--- config.mk ---
export PLATFORM = sky130hd
export DESIGN_NAME = haptic_pulse_phase_sequencer
export DESIGN_NICKNAME = d
export VERILOG_FILES = /design/src/rtl/core/hpps_pkg.sv /design/src/rtl/core/hpps_div.sv /design/src/rtl/core/hpps_dp.sv /design/src/rtl/core/hpps_ctrl.sv /design/src/rtl/core/haptic_pulse_phase_sequencer.sv
export SDC_FILE = /design/constraint.sdc
export NUM_CORES = 1
export LEC_CHECK = 0
export BUFFER_PORTS_ARGS = -buffer_cell sky130_fd_sc_hd__buf_2
export CORE_MARGIN = 2
export CORE_UTILIZATION = 50
export CTS_CLUSTER_DIAMETER = 40
export CTS_CLUSTER_SIZE = 30
export DETAILED_ROUTE_END_ITERATION = 12
export PLACE_DENSITY = 0.69
export SLEW_MARGIN = 20
export SYNTH_ARGS = -nofsm -noshare
export SYNTH_HDL_FRONTEND = slang
export SYNTH_SLANG_ARGS = --single-unit
--- constraint.sdc ---
create_clock -name clk_i -period 6.8 [get_ports clk_i]
set_clock_uncertainty 0.1 [all_clocks]
set_input_delay 1.36 -clock clk_i [delete_from_list [all_inputs] [get_ports clk_i]]
set_output_delay 1.36 -clock clk_i [all_outputs]
set_load 0.01 [all_outputs]
--- src/rtl/core/hpps_pkg.sv ---
// shared types, widths and constants of the haptic pulse phase sequencer
package hpps_pkg;

  localparam int unsigned TIME_W  = 32;
  localparam int unsigned DUR_W   = 16;
  localparam int unsigned DIVR_W  = 8;
  localparam int unsigned LEVEL_W = 8;
  localparam int unsigned CFG_IDX_W  = 3;
  localparam int unsigned CFG_DATA_W = 16;

  localparam logic [LEVEL_W-1:0] LEVEL_FULL = 8'd255;
  localparam logic [LEVEL_W-1:0] LEVEL_OFF  = 8'd0;
  localparam logic [DUR_W-1:0]   LONG_MS    = 16'd10;
  localparam logic [TIME_W-1:0]  RECENT_MS  = 32'd200;

  // register indexes on the configuration port
  localparam logic [CFG_IDX_W-1:0] CFG_FORWARD_LEVEL   = 3'd0;
  localparam logic [CFG_IDX_W-1:0] CFG_BRAKE_DIVISOR   = 3'd1;
  localparam logic [CFG_IDX_W-1:0] CFG_BRAKE_MAX_MS    = 3'd2;
  localparam logic [CFG_IDX_W-1:0] CFG_REVERSE_DIVISOR = 3'd3;
  localparam logic [CFG_IDX_W-1:0] CFG_REVERSE_MAX_MS  = 3'd4;

  // register reset values
  localparam logic [LEVEL_W-1:0] RST_FORWARD_LEVEL = 8'd255;
  localparam logic [DIVR_W-1:0]  RST_DIVISOR       = 8'd4;
  localparam logic [DUR_W-1:0]   RST_MAX_MS        = 16'd50;

  typedef enum logic [1:0] {
    PH_ASLEEP  = 2'd0,
    PH_FORWARD = 2'd1,
    PH_REVERSE = 2'd2,
    PH_BRAKE   = 2'd3
  } phase_e;

  // controller to datapath
  typedef struct packed {
    logic load_item;
    logic tick_inc;
    logic tick_step;
    logic damp;
    logic div_start;
    logic div_rev;
    logic cap_brake;
    logic cap_rev;
    logic start_pulse;
    logic load_out;
  } cmd_t;

  // datapath to controller
  typedef struct packed {
    logic is_req;
    logic asleep;
    logic div_busy;
    logic out_free;
  } sts_t;

endpackage

--- src/rtl/core/hpps_div.sv ---
// radix-2 restoring divider, one quotient bit per cycle
module hpps_div (
  input  logic                       clk_i,
  input  logic                       rst_ni,
  input  logic                       start_i,
  input  logic [hpps_pkg::DUR_W-1:0] dividend_i,
  input  logic [hpps_pkg::DIVR_W-1:0] divisor_i,
  output logic                       busy_o,
  output logic [hpps_pkg::DUR_W-1:0] quo_o
);

  localparam int unsigned CNT_W = $clog2(hpps_pkg::DUR_W + 1);

  logic [hpps_pkg::DUR_W-1:0]  quo_q, quo_d;
  logic [hpps_pkg::DIVR_W-1:0] rem_q, rem_d;
  logic [hpps_pkg::DIVR_W-1:0] dvs_q, dvs_d;
  logic [CNT_W-1:0]            cnt_q, cnt_d;
  logic                        busy_q, busy_d;
  logic [hpps_pkg::DIVR_W:0]   trial;
  logic                        ge;

  assign trial = {rem_q, quo_q[hpps_pkg::DUR_W-1]};
  assign ge    = (trial >= {1'b0, dvs_q});

  always_comb begin
    quo_d  = quo_q;
    rem_d  = rem_q;
    dvs_d  = dvs_q;
    cnt_d  = cnt_q;
    busy_d = busy_q;
    if (start_i) begin
      quo_d  = dividend_i;
      rem_d  = '0;
      dvs_d  = divisor_i;
      cnt_d  = CNT_W'(hpps_pkg::DUR_W);
      busy_d = 1'b1;
    end else if (busy_q) begin
      if (ge) begin
        rem_d = hpps_pkg::DIVR_W'(trial - {1'b0, dvs_q});
      end else begin
        rem_d = trial[hpps_pkg::DIVR_W-1:0];
      end
      quo_d = {quo_q[hpps_pkg::DUR_W-2:0], ge};
      cnt_d = cnt_q - CNT_W'(1);
      if (cnt_q == CNT_W'(1)) begin
        busy_d = 1'b0;
      end
    end
  end

  always_ff @(posedge clk_i or negedge rst_ni) begin
    if (!rst_ni) begin
      busy_q <= 1'b0;
      cnt_q  <= '0;
    end else begin
      busy_q <= busy_d;
      cnt_q  <= cnt_d;
    end
  end

  always_ff @(posedge clk_i) begin
    quo_q <= quo_d;
    rem_q <= rem_d;
    dvs_q <= dvs_d;
  end

  assign busy_o = busy_q;
  assign quo_o  = quo_q;

endmodule

--- src/rtl/core/hpps_dp.sv ---
// datapath: registers, timing state, phase split arithmetic and result register
module hpps_dp (
  input  logic                            clk_i,
  input  logic                            rst_ni,
  input  logic                            cfg_valid_i,
  input  logic [hpps_pkg::CFG_IDX_W-1:0]  cfg_index_i,
  input  logic [hpps_pkg::CFG_DATA_W-1:0] cfg_data_i,
  input  logic                            action_i,
  input  logic [hpps_pkg::DUR_W-1:0]      duration_ms_i,
  input  logic                            fault_active_i,
  input  hpps_pkg::cmd_t                  cmd_i,
  output hpps_pkg::sts_t                  sts_o,
  input  logic                            out_stall_i,
  output logic                            out_valid_o,
  output logic [hpps_pkg::LEVEL_W-1:0]    level_a_o,
  output logic [hpps_pkg::LEVEL_W-1:0]    level_b_o,
  output logic [1:0]                      phase_o
);

  localparam int unsigned TW = hpps_pkg::TIME_W;
  localparam int unsigned DW = hpps_pkg::DUR_W;
  localparam int unsigned LW = hpps_pkg::LEVEL_W;
  localparam int unsigned VW = hpps_pkg::DIVR_W;

  // configuration
  logic [LW-1:0] fwd_level_q;
  logic [VW-1:0] brake_div_q, rev_div_q;
  logic [DW-1:0] brake_max_q, rev_max_q;

  // timing state
  logic [TW-1:0] now_q, end_q, last_q;
  hpps_pkg::phase_e phase_q;
  logic [DW-1:0] rev_time_q, brake_time_q;
  logic [LW-1:0] held_a_q, held_b_q;

  // latched item
  logic          action_q, fault_q;
  logic [DW-1:0] d_q;

  // result register
  logic          out_valid_q;
  logic [LW-1:0] out_a_q, out_b_q;
  logic [1:0]    out_ph_q;

  logic [TW-1:0] since_done;
  logic          recent;
  logic [VW-1:0] div_sel, div_eff;
  logic          div_busy;
  logic [DW-1:0] quo, cap_max, capped;
  logic          step_due;
  logic [LW-1:0] fwd_a;

  assign since_done = now_q - last_q;
  assign recent     = (since_done < hpps_pkg::RECENT_MS);

  assign div_sel = cmd_i.div_rev ? rev_div_q : brake_div_q;
  assign div_eff = (div_sel == '0) ? VW'(1) : div_sel;

  hpps_div u_div (
    .clk_i      (clk_i),
    .rst_ni     (rst_ni),
    .start_i    (cmd_i.div_start),
    .dividend_i (d_q),
    .divisor_i  (div_eff),
    .busy_o     (div_busy),
    .quo_o      (quo)
  );

  assign cap_max  = cmd_i.cap_rev ? rev_max_q : brake_max_q;
  assign capped   = (quo > cap_max) ? cap_max : quo;
  assign step_due = (phase_q != hpps_pkg::PH_ASLEEP) && (now_q >= end_q);
  assign fwd_a    = fault_q ? hpps_pkg::LEVEL_OFF : fwd_level_q;

  always_ff @(posedge clk_i or negedge rst_ni) begin
    if (!rst_ni) begin
      fwd_level_q <= hpps_pkg::RST_FORWARD_LEVEL;
      brake_div_q <= hpps_pkg::RST_DIVISOR;
      brake_max_q <= hpps_pkg::RST_MAX_MS;
      rev_div_q   <= hpps_pkg::RST_DIVISOR;
      rev_max_q   <= hpps_pkg::RST_MAX_MS;
    end else if (cfg_valid_i) begin
      case (cfg_index_i)
        hpps_pkg::CFG_FORWARD_LEVEL:   fwd_level_q <= cfg_data_i[LW-1:0];
        hpps_pkg::CFG_BRAKE_DIVISOR:   brake_div_q <= cfg_data_i[VW-1:0];
        hpps_pkg::CFG_BRAKE_MAX_MS:    brake_max_q <= cfg_data_i[DW-1:0];
        hpps_pkg::CFG_REVERSE_DIVISOR: rev_div_q   <= cfg_data_i[VW-1:0];
        hpps_pkg::CFG_REVERSE_MAX_MS:  rev_max_q   <= cfg_data_i[DW-1:0];
        default: ;
      endcase
    end
  end

  always_ff @(posedge clk_i or negedge rst_ni) begin
    if (!rst_ni) begin
      now_q        <= '0;
      end_q        <= '0;
      last_q       <= '0;
      phase_q      <= hpps_pkg::PH_ASLEEP;
      rev_time_q   <= '0;
      brake_time_q <= '0;
      held_a_q     <= '0;
      held_b_q     <= '0;
    end else begin
      if (cmd_i.tick_inc) begin
        now_q <= now_q + TW'(1);
      end
      if (cmd_i.cap_brake) begin
        brake_time_q <= capped;
      end
      if (cmd_i.cap_rev) begin
        rev_time_q <= capped;
      end
      if (cmd_i.start_pulse) begin
        end_q    <= now_q + TW'(d_q);
        phase_q  <= hpps_pkg::PH_FORWARD;
        held_a_q <= fwd_a;
        held_b_q <= hpps_pkg::LEVEL_OFF;
      end
      if (cmd_i.tick_step && step_due) begin
        case (phase_q)
          hpps_pkg::PH_FORWARD: begin
            end_q    <= now_q + TW'(rev_time_q);
            phase_q  <= hpps_pkg::PH_REVERSE;
            held_a_q <= hpps_pkg::LEVEL_OFF;
            held_b_q <= fault_q ? hpps_pkg::LEVEL_OFF : hpps_pkg::LEVEL_FULL;
          end
          hpps_pkg::PH_REVERSE: begin
            end_q    <= now_q + TW'(brake_time_q);
            phase_q  <= hpps_pkg::PH_BRAKE;
            held_a_q <= fault_q ? hpps_pkg::LEVEL_OFF : hpps_pkg::LEVEL_FULL;
            held_b_q <= fault_q ? hpps_pkg::LEVEL_OFF : hpps_pkg::LEVEL_FULL;
          end
          hpps_pkg::PH_BRAKE: begin
            last_q   <= now_q;
            phase_q  <= hpps_pkg::PH_ASLEEP;
            held_a_q <= hpps_pkg::LEVEL_OFF;
            held_b_q <= hpps_pkg::LEVEL_OFF;
          end
          default: ;
        endcase
      end
    end
  end

  // item and remaining duration
  always_ff @(posedge clk_i) begin
    if (cmd_i.load_item) begin
      action_q <= action_i;
      fault_q  <= fault_active_i;
      d_q      <= duration_ms_i;
    end else if (cmd_i.damp) begin
      if ((d_q > hpps_pkg::LONG_MS) && recent) begin
        d_q <= {1'b0, d_q[DW-1:1]} + DW'(1);
      end
    end else if (cmd_i.cap_brake || cmd_i.cap_rev) begin
      d_q <= d_q - capped;
    end
  end

  always_ff @(posedge clk_i or negedge rst_ni) begin
    if (!rst_ni) begin
      out_valid_q <= 1'b0;
    end else if (cmd_i.load_out) begin
      out_valid_q <= 1'b1;
    end else if (!out_stall_i) begin
      out_valid_q <= 1'b0;
    end
  end

  always_ff @(posedge clk_i) begin
    if (cmd_i.load_out) begin
      out_a_q  <= held_a_q;
      out_b_q  <= held_b_q;
      out_ph_q <= phase_q;
    end
  end

  assign sts_o.is_req   = action_q;
  assign sts_o.asleep   = (phase_q == hpps_pkg::PH_ASLEEP);
  assign sts_o.div_busy = div_busy;
  assign sts_o.out_free = !out_valid_q || !out_stall_i;

  assign out_valid_o = out_valid_q;
  assign level_a_o   = out_a_q;
  assign level_b_o   = out_b_q;
  assign phase_o     = out_ph_q;

endmodule

--- src/rtl/core/hpps_ctrl.sv ---
// controller state machine sequencing ticks, requests and result hand-off
module hpps_ctrl (
  input  logic           clk_i,
  input  logic           rst_ni,
  input  logic           in_valid_i,
  output logic           in_stall_o,
  input  hpps_pkg::sts_t sts_i,
  output hpps_pkg::cmd_t cmd_o
);

  typedef enum logic [10:0] {
    S_IDLE   = 11'b000_0000_0001,
    S_DECODE = 11'b000_0000_0010,
    S_TSTEP  = 11'b000_0000_0100,
    S_BSTART = 11'b000_0000_1000,
    S_BWAIT  = 11'b000_0001_0000,
    S_BCAP   = 11'b000_0010_0000,
    S_RSTART = 11'b000_0100_0000,
    S_RWAIT  = 11'b000_1000_0000,
    S_RCAP   = 11'b001_0000_0000,
    S_FIN    = 11'b010_0000_0000,
    S_OUT    = 11'b100_0000_0000
  } state_e;

  state_e state_q, state_d;

  always_comb begin
    state_d = state_q;
    cmd_o   = '0;
    case (state_q)
      S_IDLE: begin
        if (in_valid_i) begin
          cmd_o.load_item = 1'b1;
          state_d = S_DECODE;
        end
      end
      S_DECODE: begin
        if (!sts_i.is_req) begin
          cmd_o.tick_inc = 1'b1;
          state_d = S_TSTEP;
        end else if (!sts_i.asleep) begin
          state_d = S_OUT;
        end else begin
          cmd_o.damp = 1'b1;
          state_d = S_BSTART;
        end
      end
      S_TSTEP: begin
        cmd_o.tick_step = 1'b1;
        state_d = S_OUT;
      end
      S_BSTART: begin
        cmd_o.div_start = 1'b1;
        state_d = S_BWAIT;
      end
      S_BWAIT: begin
        if (!sts_i.div_busy) begin
          state_d = S_BCAP;
        end
      end
      S_BCAP: begin
        cmd_o.cap_brake = 1'b1;
        state_d = S_RSTART;
      end
      S_RSTART: begin
        cmd_o.div_start = 1'b1;
        cmd_o.div_rev   = 1'b1;
        state_d = S_RWAIT;
      end
      S_RWAIT: begin
        if (!sts_i.div_busy) begin
          state_d = S_RCAP;
        end
      end
      S_RCAP: begin
        cmd_o.cap_rev = 1'b1;
        state_d = S_FIN;
      end
      S_FIN: begin
        cmd_o.start_pulse = 1'b1;
        state_d = S_OUT;
      end
      S_OUT: begin
        if (sts_i.out_free) begin
          cmd_o.load_out = 1'b1;
          state_d = S_IDLE;
        end
      end
      default: begin
        state_d = S_IDLE;
      end
    endcase
  end

  always_ff @(posedge clk_i or negedge rst_ni) begin
    if (!rst_ni) begin
      state_q <= S_IDLE;
    end else begin
      state_q <= state_d;
    end
  end

  assign in_stall_o = (state_q != S_IDLE);

endmodule

--- src/rtl/core/haptic_pulse_phase_sequencer.sv ---
// top level of the haptic pulse phase sequencer: controller plus datapath
// paths, input transfer to result transfer: a tick counts a ms and steps the phase,
//   ignored requests go straight out, pulse starts run two 16-step serial divisions
// throughput: one item at a time, next input transfer on the cycle after the result
//   is loaded; the result register lets the next item start while it waits
// reset: asynchronous active low; registers to defaults, phase asleep, ms count zero
module haptic_pulse_phase_sequencer (
  input  logic                            clk_i,
  input  logic                            rst_ni,
  // item input channel
  input  logic                            in_valid_i,
  output logic                            in_stall_o,
  input  logic                            action_i,
  input  logic [hpps_pkg::DUR_W-1:0]      duration_ms_i,
  input  logic                            fault_active_i,
  // result channel
  output logic                            out_valid_o,
  input  logic                            out_stall_i,
  output logic [hpps_pkg::LEVEL_W-1:0]    level_a_o,
  output logic [hpps_pkg::LEVEL_W-1:0]    level_b_o,
  output logic [1:0]                      phase_o,
  // configuration write channel
  input  logic                            cfg_valid_i,
  output logic                            cfg_ready_o,
  input  logic [hpps_pkg::CFG_IDX_W-1:0]  cfg_index_i,
  input  logic [hpps_pkg::CFG_DATA_W-1:0] cfg_data_i
);

  hpps_pkg::cmd_t cmd;
  hpps_pkg::sts_t sts;

  // registers take a write transfer on any cycle, held levels and timing state
  // start out zero with no result pending
  assign cfg_ready_o = 1'b1;

  // sequencing: idle -> decode -> tick step, split (divide, cap, divide, cap, start
  // forward) or nothing -> result load, waiting there only while a result is stalled
  hpps_ctrl u_ctrl (
    .clk_i      (clk_i),
    .rst_ni     (rst_ni),
    .in_valid_i (in_valid_i),
    .in_stall_o (in_stall_o),
    .sts_i      (sts),
    .cmd_o      (cmd)
  );

  // datapath holds the millisecond clock, phase timing, held channel levels,
  // the shared serial divider and the result register
  hpps_dp u_dp (
    .clk_i          (clk_i),
    .rst_ni         (rst_ni),
    .cfg_valid_i    (cfg_valid_i),
    .cfg_index_i    (cfg_index_i),
    .cfg_data_i     (cfg_data_i),
    .action_i       (action_i),
    .duration_ms_i  (duration_ms_i),
    .fault_active_i (fault_active_i),
    .cmd_i          (cmd),
    .sts_o          (sts),
    .out_stall_i    (out_stall_i),
    .out_valid_o    (out_valid_o),
    .level_a_o      (level_a_o),
    .level_b_o      (level_b_o),
    .phase_o        (phase_o)
  );

endmodule

# ---- Word level (Yosys, flattened, before mapping)
# Cells that the tools add are included.
dict set report classes {
  add_sub_neg 9
  order_cmp 5
  eq_ne 26
  mux 53
  n_reduce_logical 25
}
# cell count
set ops {}
lappend ops {{16-bit two-way mux} 8}
lappend ops {{11-bit one-hot mux with 10 select lines} 1}
lappend ops {{32-bit by 16-bit adder with 32-bit output} 3}
lappend ops {{11-bit two-way mux} 6}
lappend ops {{32-bit two-way mux} 2}
lappend ops {{8-bit two-way mux} 8}
lappend ops {{32-bit one-hot mux with 2 select lines} 1}
lappend ops {{32-bit by 1-bit adder with 32-bit output, second input constant} 1}
lappend ops {{32-bit >= comparator} 1}
lappend ops {{32-bit by 8-bit < comparator with 1-bit output, second input constant} 1}
lappend ops {{8-bit one-hot mux with 2 select lines} 2}
lappend ops {{32-bit subtractor} 1}
lappend ops {{1-bit two-way mux} 20}
lappend ops {{15-bit by 1-bit adder with 16-bit output, second input constant} 1}
lappend ops {{16-bit greater-than comparator} 1}
lappend ops {{16-bit by 4-bit greater-than comparator with 1-bit output, second input constant} 1}
lappend ops {{16-bit subtractor} 1}
lappend ops {{2-bit AND reduction} 7}
lappend ops {{11-bit by 1-bit == test with 1-bit output, second input constant} 1}
lappend ops {{11-bit by 10-bit == test with 1-bit output, second input constant} 1}
lappend ops {{11-bit == test, second input constant} 1}
lappend ops {{11-bit by 2-bit == test with 1-bit output, second input constant} 1}
lappend ops {{11-bit by 3-bit == test with 1-bit output, second input constant} 1}
lappend ops {{11-bit by 4-bit == test with 1-bit output, second input constant} 1}
lappend ops {{other kinds (31)} 46}
dict set report totals {
  reg_bits 288
  elab_cells 144
  input_bits 42
  out_inout_bits 21
}

# ---- Longest topological paths before layout
# Gate-level depths: netlist of run 1.
dict set report depth {
  depth_word 9
  depth_mapped 31
}

# ---- Cells and area by module
# Synthesis of run 1 repeated with hierarchy kept, for this count alone.
dict set report hier_totals {
  cells_unflattened 1891
  area_unflattened_um2 18527.8
}
# mod instances area_each_um2 cells_each
set modules_own_cells {}
lappend modules_own_cells {hpps_dp 1 15705.1 1621}
lappend modules_own_cells {hpps_div 1 2030.7 179}
lappend modules_own_cells {hpps_ctrl 1 780.7 89}
lappend modules_own_cells {haptic_pulse_phase_sequencer 1 11.3 2}

# ---- Least setup slack after synthesis of run 1
# No wires, ideal clock.
dict set report synth_path {
  path_kind {register -> register}
  startpoint {reg u_ctrl.state_q[0]}
  endpoint {reg u_dp.d_q[9], data pin}
  setup_ps 270
  path_buffers 4
  synth_period_minus_slack_ps 6682
  t_arrival_ps 6311
  setup_slack_ps 118
  stages_incl_launch_ff 29
  path_cell_list {dfstp_2 -> nor3_1 -> nand4_2 -> buf_6 -> buf_1 -> mux2i_1 -> ha_1 -> a21o_1 -> a21o_1 -> a221oi_1 -> o31ai_1 -> o31ai_2 -> nor2_1 -> clkbuf_1 -> clkbuf_1 -> nand2_1 -> o21ai_0 -> ha_1 -> o21ai_0 -> nand2b_1 -> maj3_2 -> maj3_2 -> maj3_2 -> maj3_2 -> maj3_2 -> maj3_2 -> xnor2_1 -> a21oi_1 -> a21oi_1}
}
dict set report synth_via {
  elab_chain_cells 9
  word_cells_on_any_way 13
}
# item line
set synth_lines {}
lappend synth_lines {{start, declared} hpps_ctrl.sv:25} ;# state_e state_q, state_d;
lappend synth_lines {{start signal, assigned} hpps_ctrl.sv:99} ;# state_q <= state_d;
lappend synth_lines {{11-bit by 9-bit == test with 1-bit output} hpps_ctrl.sv:30} ;# case (state_q)
lappend synth_lines {{1-bit two-way mux} hpps_ctrl.sv:30}
lappend synth_lines {{16-bit two-way mux} hpps_dp.sv:69} ;# assign cap_max = cmd_i.cap_rev ? rev_max_q : brake_max_q;
lappend synth_lines {{16-bit greater-than comparator} hpps_dp.sv:70} ;# assign capped = (quo > cap_max) ? cap_max : quo;
lappend synth_lines {{16-bit two-way mux} hpps_dp.sv:70}
lappend synth_lines {{16-bit subtractor} hpps_dp.sv:156} ;# d_q <= d_q - capped;
lappend synth_lines {{16-bit two-way mux} hpps_dp.sv:155} ;# end else if (cmd_i.cap_brake || cmd_i.cap_rev) begin
lappend synth_lines {{16-bit two-way mux} hpps_dp.sv:151} ;# end else if (cmd_i.damp) begin
lappend synth_lines {{16-bit two-way mux (*)} hpps_dp.sv:147} ;# if (cmd_i.load_item) begin
lappend synth_lines {{end signal, assigned} hpps_dp.sv:150} ;# d_q <= duration_ms_i;
lappend synth_lines {{end signal, assigned} hpps_dp.sv:153} ;# d_q <= {1'b0, d_q[DW-1:1]} + DW'(1);
lappend synth_lines {{end signal, assigned} hpps_dp.sv:156}
lappend synth_lines {{end, declared} hpps_dp.sv:38} ;# logic [DW-1:0] d_q;
# Mark *: on every way between the ends. The rest lies on a longest branch, timed or not. The select of a mux whose other input is x is not followed.
# A chain may end at the register's enable or synchronous reset.

# ---- Final worst setup path of run 1
dict set report layout_path {
  startpoint {reg u_ctrl.state_q[9]}
  endpoint {reg u_dp.d_q[14], data pin}
}
# Same word-level chain as after synthesis.

==> results of run 1 <==
==> power by group <==
group / switching (W) / leakage (nW) / internal, W
combinational: 0.00151 / 4.86 / 0.00117
clock: 0.000859 / 0.746 / 0.00145
sequential: 0.000359 / 3.54 / 0.00212
==> layer usage <==
layer | wire length (um) | GRT usage (%) | vias to the layer above
met5 | 0 | 0 | -
met4 | 1345 | 8.015 | 0
met2 | 20250 | 39.28 | 366
li1 | - | - | 6697
met1 | 19370 | 32.74 | 6704
met3 | 2299 | 3.055 | 96
==> synth_stat cells (18+ instances only) <==
cell type,count
mux2i_1,22
nand4_1,25
nor3_1,43
xnor2_1,74
a21oi_1,117
mux2_2,109
a21o_1,41
inv_1,131
nor2_1,118
nand2_1,181
o21ai_0,103
edfxtp_1,60
nand3_1,37
clkbuf_1,63
o22ai_1,19
nor2b_1,22
dfrtp_1,203
ha_1,130
xor2_1,39
a31oi_1,18
a211oi_1,30
==> placed cells by master, fill, tap and decap left out, types with 40 or more instances in the layout <==
cell / instances
nor3_1: 40
nand2_1: 181
a21o_1: 41
inv_1: 131
nor2_1: 116
edfxtp_1: 60
buf_2: 60
xnor2_1: 74
ha_1: 130
a21oi_1: 116
dfrtp_1: 203
clkbuf_16: 45
o21ai_0: 100
mux2_2: 109
==> area by class of cell <==
type,count,area [um^2]
antenna,1,2.502
fill,3011,14600
timing repair buffer,92,564.3
sequential,288,7488
clock inverter,31,350.3
inverter,133,499.2
tap,455,569.3
multi-input combinational,1338,9465
clock buffer,49,1171
==> critical path, cell delays in order (launching register included) <==
cell and delay [ns]:
dfrtp_1 0.44, nor3_4 0.26, nand4_2 0.21, buf_6 0.26, mux2i_1 0.23, ha_1 0.28, a21o_1 0.16, a21o_1 0.19
a211oi_1 0.32, o2111a_1 0.29, nor2_2 0.08, buf_4 0.18, nand2_1 0.08, o21ai_1 0.12, ha_1 0.36, nor2b_1 0.15
a311oi_1 0.34, o221ai_1 0.17, and3_1 0.20, a2111oi_1 0.38, nor3_1 0.18, maj3_1 0.38, maj3_2 0.33, a31oi_1 0.21
xor2_1 0.16, a31oi_1 0.09
==> logic make-up after synthesis <==
| kind of cell | count (synthesis) | synth area share [%] |
|---|---|---|
| AOI/OAI and AO/OA | 420 | 14.86 |
| xor gates and xnor gates | 113 | 5.585 |
| adders and majority gates | 145 | 10.31 |
| buffers and inverters | 207 | 4.554 |
| DFF | 288 | 42.26 |
| muxes | 132 | 8.253 |
| other | 1 | 0.02116 |
| and+or+nand+nor | 527 | 14.16 |
==> registers in the layout, summed over array words and instances, names as in the netlist, 2 cells and up <==
register	flops
u_dp.held_a_q	8
u_dp.brake_div_q	8
u_dp.level_a_o	8
u_dp.fwd_level_q	8
u_dp.u_div.rem_q	8
u_dp.brake_time_q	16
u_dp.rev_div_q	8
u_dp.level_b_o	8
u_dp.u_div.quo_o	16
u_dp.rev_max_q	16
u_dp.d_q	16
u_dp.held_b_q	8
u_dp.last_q	32
u_ctrl.state_q	11
u_dp.brake_max_q	16
u_dp.phase_o	2
u_dp.rev_time_q	16
u_dp.u_div.cnt_q	5
u_dp.u_div.dvs_q	8
u_dp.phase_q	2
u_dp.end_q	32
u_dp.now_q	32
==> through the flow <==
step | setup WS, ns | power [W] | utilization [%] | instance area (um^2) | cells
floorplan | 0.1183 | 0.004362 | - | 17720 | 1833
global placement | 0.2643 | 0.005047 | 53.47 | 18560 | 2306
detailed placement | 0.1356 | 0.005117 | 53.47 | 18560 | 2306
CTS | 0.1335 | 0.007459 | 57.86 | 20080 | 2386
global route | 0.01267 | 0.007905 | 57.93 | 20110 | 2387
finish | 0.3565 | 0.007475 | 57.93 | 20110 | 2387
==> how the worst max path moves through the flow <==
stage	startpoint	end	slack (ns)
floorplan	u_ctrl.state_q[0]	u_dp.d_q[9]	0.12
global placement	u_ctrl.state_q[5]	u_dp.d_q[15]	0.26
detailed placement	u_ctrl.state_q[5]	u_dp.d_q[15]	0.14
CTS	u_ctrl.state_q[5]	u_dp.d_q[15]	0.13
global route	u_ctrl.state_q[9]	u_dp.d_q[14]	0.01
finish	u_ctrl.state_q[9]	u_dp.d_q[14]	0.36
==> what timing repair did <==
action	CTS	global route
endpoints found under the hold margin	0	0
resized for setup	0	9
endpoints found under the setup margin	0	5
==> results.md, run 1 <==
* Status: finished clean
* Final Max Slew Viols at 0
* Cts-stage hold buffer count at 0
* Clock tree from TritonCTS: yes
* Hold Path Class: flop to flop
* Seq/Total Area, Yosys at 42.26%
* Critical Path AT at roughly 6.6 ns
* Hold EP: u_dp.level_a_o[4]
* PortBufs at roughly 60
* Reg-to-Reg Start: u_ctrl.state_q[9]
* R2R cell count at 25
* Initial DRC Count at 948
* Minimum clock period at 6.444 ns
* Reg2Reg Capture Point: u_dp.d_q[14]
* Layout Area Growth over Synthesis at 13.48%
* FMAX at 155.2 MHz
* Setup violations, final at 0
* Number of synthesized flops with an enable pin at 60
* Area contributors post-synth: dfrtp_1 (29%), edfxtp_1 (10%), ha_1 (9.2%), mux2_2 (6.9%), nand2_1 (3.8%)
* Worst Tran Pin Value at roughly 1.1 ns
* Mapped Area at 17720 um^2
* Number of CTS-inserted buffers at 43
* CP Capture Type: flop
* DRT antenna net count at 0
* Gr ovfl total at 0
* Cell count after synthesis at 1833
* Area leader, netlist: dfrtp_1
* Avg Inst Size Synth at a little under 10 um^2
* Die Wd at just under 200 um
* Vias at 13.86k
* CP required at 6.97 ns
* CP Launch Type: flop
* Clock Path Buffers at 3
* Slew headroom at 28.80%
* Number of distinct library cells after synthesis at 81
* Num ports at 63
* Core area at 34710 um^2
* TritonRoute pass-1 iters at 5
* Main flop type after synthesis: dfrtp_1
* Maximum vdd drop at ~0.25 mV
* Initial antenna violation count at 1
* Nets@finish at 2072
* Final GP Congestion at 0.9360
* Wire per inst at 18.12 um
* CTS root buffer: clkbuf_16
* RSZ-0062 raised after global routing: false
* Reg2reg setup slack at between 0.3 and 0.4 ns
* Worst-Skew Late Latency at ~0.54 ns
* Initial core utilization at 51.05%
* CP max FO at 30
* Setup_tns at 0 ns
* Layout cell share with drive strength beyond 1 at 16.99%
* H-tree depth at 2
* Rows at 68
* Largest net degree at the start of global routing at roughly 170
* DIE AREA at 36970 um^2
* Yosys reg bits at 288
* Reg clk slew, reported paths at 0.06 ns
* DRC at 0
* Max Cap Violations at 0
* Gr usage total at between 20% and 30%
* Post-CTS setup buffers at 0
* DIE HEIGHT at ~190 um
* WHS Path Cells at 0
* Asr flop ratio synth at roughly three quarters
* Vias in the first global route at about 13k
* DRT Wirelength at 43260 um
* Fin crit share at 94.76%
* Setup CP Type: flop to flop
* Power per cell area at 371.7 nW/um^2
* Leak at slightly above 9 nW
* Dpl hpwl at 31870 um
* WHS at 0.3446 ns
* Synthesis Warnings at 0
* Net Count, Synth at 2009
* Final hold violations at 0
* Min-delay src: u_dp.held_a_q[4]
* First-pass GRT wire length at 70130 um
* Vias per inst at approximately 5.8
* Top-area cell type share of the netlist area at 28.66%
* Sink Count at 288
No activity file was read; power rests on OpenSTA's default activity.
==> inputs of run 2 (changes only) <==
Settings changed: ABC_AREA set to 1.
==> run 2 against run 1 <==
  * Maximum frequency up 11%
  * Worst setup slack improved by 0.65 ns
  * Sequential cell count stayed put
  * Synthesized area rose by 4.9%
  * Global-route usage rose by 2.1 points
  * Routed wire length up 14%
  * Cell count increased by 22%
  * Non-clock buffer count fell by 22
  * Critical path type unchanged
  * Largest cell class unchanged
  * Highest routed layer unchanged
==> results.md, run 2 <==
* Final hold violations at 0 (unchanged)
* Multiplexer share of the synthesized area at 0.9894% (-7.3 points)
* Slowest-stage cell, CP: dfstp_2
* Largest family of logic cells by synthesized area: simple AND/OR/NAND/NOR gates
* Critical Path AT at 6.01 ns (-0.61 ns)
* Die Wd at 196.8 um (+2.4%)
* Hold Path Class: flop to flop
* Num ports at 63 (unchanged)
* Internal power at 0.004624 W (-2.6%)
* Setup violations, final at 0 (unchanged)
* Final GP Congestion at 0.9327 (-0.35%)
* Post-CTS setup buffers at 0 (unchanged)
* Wire per inst at 16.99 um (-6.3%)
* Vias in the first global route at 15.88k (+19%)
* DRT Wirelength at 49320 um (+14%)
* Core area at 36610 um^2 (+5.5%)
* Power per cell area at 366.9 nW/um^2 (-1.3%)
* Dpl cells at 2818 (+22%)
* Area of the multi-input gates at 9689 um^2 (+2.4%)
* Worst Tran Pin Value at 1.098 ns (+0.03011 ns)
* Main flop type after synthesis: dfrtp_1
* Nets@finish at 2575 (+24%)
* CP max FO at 46 (+53%)
* Commonest cells after routing, fill and taps aside: nand2_1 (518), inv_1 (312), o21ai_0 (260)
* Top-area cell type share of the netlist area at 27.33% (-1.3 points)
* Seq pwr share at 31.3% (-1.9 points)
* Rows at 70 (+2.9%)
* Clock Path Buffers at 3 (unchanged)
* CP required at 7.02 ns (+0.05 ns)
* Layout cell share with drive strength beyond 1 at 10.43% (-6.6 points)
* RSZ-0062 raised after global routing: false
* Largest net degree at the start of global routing at 187 (+12%)
* Most frequent CP cell: nand2_1
* Clock tree from TritonCTS: yes
* Reg clk slew, reported paths at 0.06 ns (about the same)
* Most common cell in the synthesized netlist: nand2_1
* Area contributors post-synth: dfrtp_1 (27%), nand2_1 (10%), edfxtp_1 (9.7%), ha_1 (8.7%), o21ai_0 (7.0%)
* Reg2Reg Capture Point: u_dp.d_q[12]
* Logic pwr share at 37.7% (+1.8 points)
* Reg2reg setup slack at 1.00 ns (+0.65 ns)
* TritonRoute pass-1 iters at 6 (+1)
* FMAX at 172.6 MHz (+11%)
* Gr ovfl total at 0 (unchanged)
* Yosys reg bits at 288 (unchanged)
* Number of synthesized flops with an enable pin at 60 (unchanged)
* Cell count after synthesis at 2340 (+28%)
* First-pass GRT wire length at 80630 um (+15%)
* Avg Inst Size Synth at 7.945 um^2 (-18%)
* Layout Area Growth over Synthesis at 12.73%
* Post-Synth XOR/XNOR Area at 4.994% (-0.59 points)
* Leak at 10.25 nW (+12%)
* Seq/Total Area, Yosys at 40.28% (-2.0 points)
* CP Launch Point: u_ctrl.state_q[0]
* H-tree depth at 2 (unchanged)
* Reg-to-Reg Start: u_ctrl.state_q[0]
* DRT antenna net count at 0 (unchanged)
* Critical path's largest stage delay at 0.60 ns (+0.16 ns)
* Synth Area in Adders at 9.180% (-1.1 points)
* Fin crit share at 85.22% (-9.5 points)
* Setup_tns at 0 ns (unchanged)
* Status: finished clean
* Minimum clock period at 5.795 ns (-0.6484 ns)
* Crit path capture: u_dp.d_q[12]
* Sequential Area at 7488 um^2 (unchanged)
* Sink Count at 288 (unchanged)
* Slew headroom at 26.61% (-2.2 points)
* N_diodes at 0 (-1)
* Mapped Area at 18590 um^2 (+4.9%)
* CTS root buffer: clkbuf_16
* Max Cap Violations at 0 (unchanged)
* Vias at 16.13k (+16%)
* DRC at 0 (unchanged)
* Net Count, Synth at 2516 (+25%)
* Synth Area in Compound Gates at 14.83% (-0.028 points)
* Cts-stage hold buffer count at 0 (unchanged)
* Initial antenna violation count at 0 (-1)
* Initial core utilization at 50.78% (-0.27 points)
* Post-CTS sizing at 0 (unchanged)
* Fillers at 3372 (+12%)
* Number of distinct library cells after synthesis at 63 (-22%)
* Setup CP Type: flop to flop
* Number of CTS-inserted buffers at 46 (+7.0%)
* Part of the power in the clock network at 31.0% (about the same)
* WHS Path Cells at 0 (unchanged)
* CP Capture Type: flop
* Top flop regs: u_dp.end_q: 32 flops, u_dp.last_q: 32 flops, u_dp.now_q: 32 flops
* Asr flop ratio synth at 76.39% (unchanged)
* Worst-Skew Late Latency at 0.57 ns (+0.03 ns)
* R2R cell count at 28 (+12%)
* Initial DRC Count at 1261 (+33%)
* Final Max Slew Viols at 0 (unchanged)
* Maximum vdd drop at 0.3293 mV (+33%)
* Switching share of power at 39.85% (+3.4 points)
* Vias per inst at 5.556 (-4.3%)
* Area leader, netlist: dfrtp_1
* PortBufs at 61 (unchanged)
* Net switching power at 0.003064 W (+12%)
* CP Launch Type: flop
* Synth Area in Simple Gates at 21.91% (+7.7 points)
* DIE AREA at 38740 um^2 (+4.8%)
* Synthesis Warnings at 0 (unchanged)
* Top post-synthesis cells by count: nand2_1 (519), inv_1 (312), o21ai_0 (260), dfrtp_1 (203), a21oi_1 (141)
* Most common cell after layout, fill and taps aside: nand2_1
* DIE HEIGHT at 196.8 um (+2.4%)
* Final non-filler cell total at 2903 (+22%)
* Gr usage total at 25.99% (+2.1 points)
* Dpl hpwl at 36600 um (+15%)
[run 2: cell types whose count changed after synthesis, sizes merged, moves of 22 or more]
cell    delta
a21o      -37
xor2      +36
a211oi    -23
inv      +185
nor2      +25
xnor2     -43
o21ai    +158
mux2      -99
nor2b     -22
nand2    +363
nand3     +86
a21oi     +24
[run 2: worst min path at each step]
stage / start / to / slack (ns)
floorplan: u_dp.held_a_q[0] / u_dp.level_a_o[0] / 0.32
global placement: u_dp.held_a_q[3] / u_dp.level_a_o[3] / 0.33
detailed placement: u_dp.held_a_q[0] / u_dp.level_a_o[0] / 0.33
CTS: u_dp.held_a_q[3] / u_dp.level_a_o[3] / 0.36
global route: u_dp.held_b_q[1] / u_dp.level_b_o[1] / 0.37
finish: u_dp.held_b_q[4] / u_dp.level_b_o[4] / 0.35
[run 2: power by group through the flow]
stage	combinational, W	sequential [W]	clock [W]
6_report	0.00290	0.00240	0.00238
5_1_grt	0.00328	0.00243	0.00249
4_1_cts	0.00287	0.00239	0.00242
3_5_place_dp	0.00285	0.00242	0
3_3_place_gp	0.00279	0.00242	0
2_1_floorplan	0.00222	0.00230	0
[run 2: cell families (layout without fill, tap and decap cells)]
logic type / after synthesis / count (layout)
mux: 17 / 17
simple gates: 915 / 915
flops: 288 / 288
fa+ha+maj: 134 / 134
buf+inv: 378 / 473
other cells: 1 / 1
xor+xnor: 106 / 106
compound gates: 501 / 501
[run 2: final cells by class]
class	instances	share of cell area (%)
inverters	319	5.714
multi-input cells	1674	46.24
flip-flops and latches	288	35.73
well taps	468	2.794
clock buffers	56	5.965
repair buffers	70	1.982
clock inverters	28	1.576
[run 2: per-layer routing]
layer	global-route usage (%)	wire [um]	up-vias
li1	-	-	7941
met1	34.67	22050	7658
met2	43.25	23160	448
met3	4.261	2785	83
met4	8.466	1322	0
met5	0	0	-
[run 2: critical path: cells and delay by family (launching register included)]
kind	cells	cell delay (ns)
compound gates	2	0.51
fa+ha+maj	2	0.66
buf+inv	4	0.43
flops	1	0.60
simple gates	20	3.23
[run 2: metrics by stage]
step,hold WS (ns),cell area (um^2),total power (W),setup WS (ns),util [%]
after floorplan,0.3197,18590,0.004515,1.944,-
after global placement,0.3300,19330,0.005213,1.257,52.79
after detailed placement,0.3295,19330,0.005272,1.095,52.79
after CTS,0.3574,20910,0.007686,1.050,57.11
after global routing,0.3711,20960,0.008202,0.3440,57.24
final,0.3501,20960,0.007688,1.005,57.24
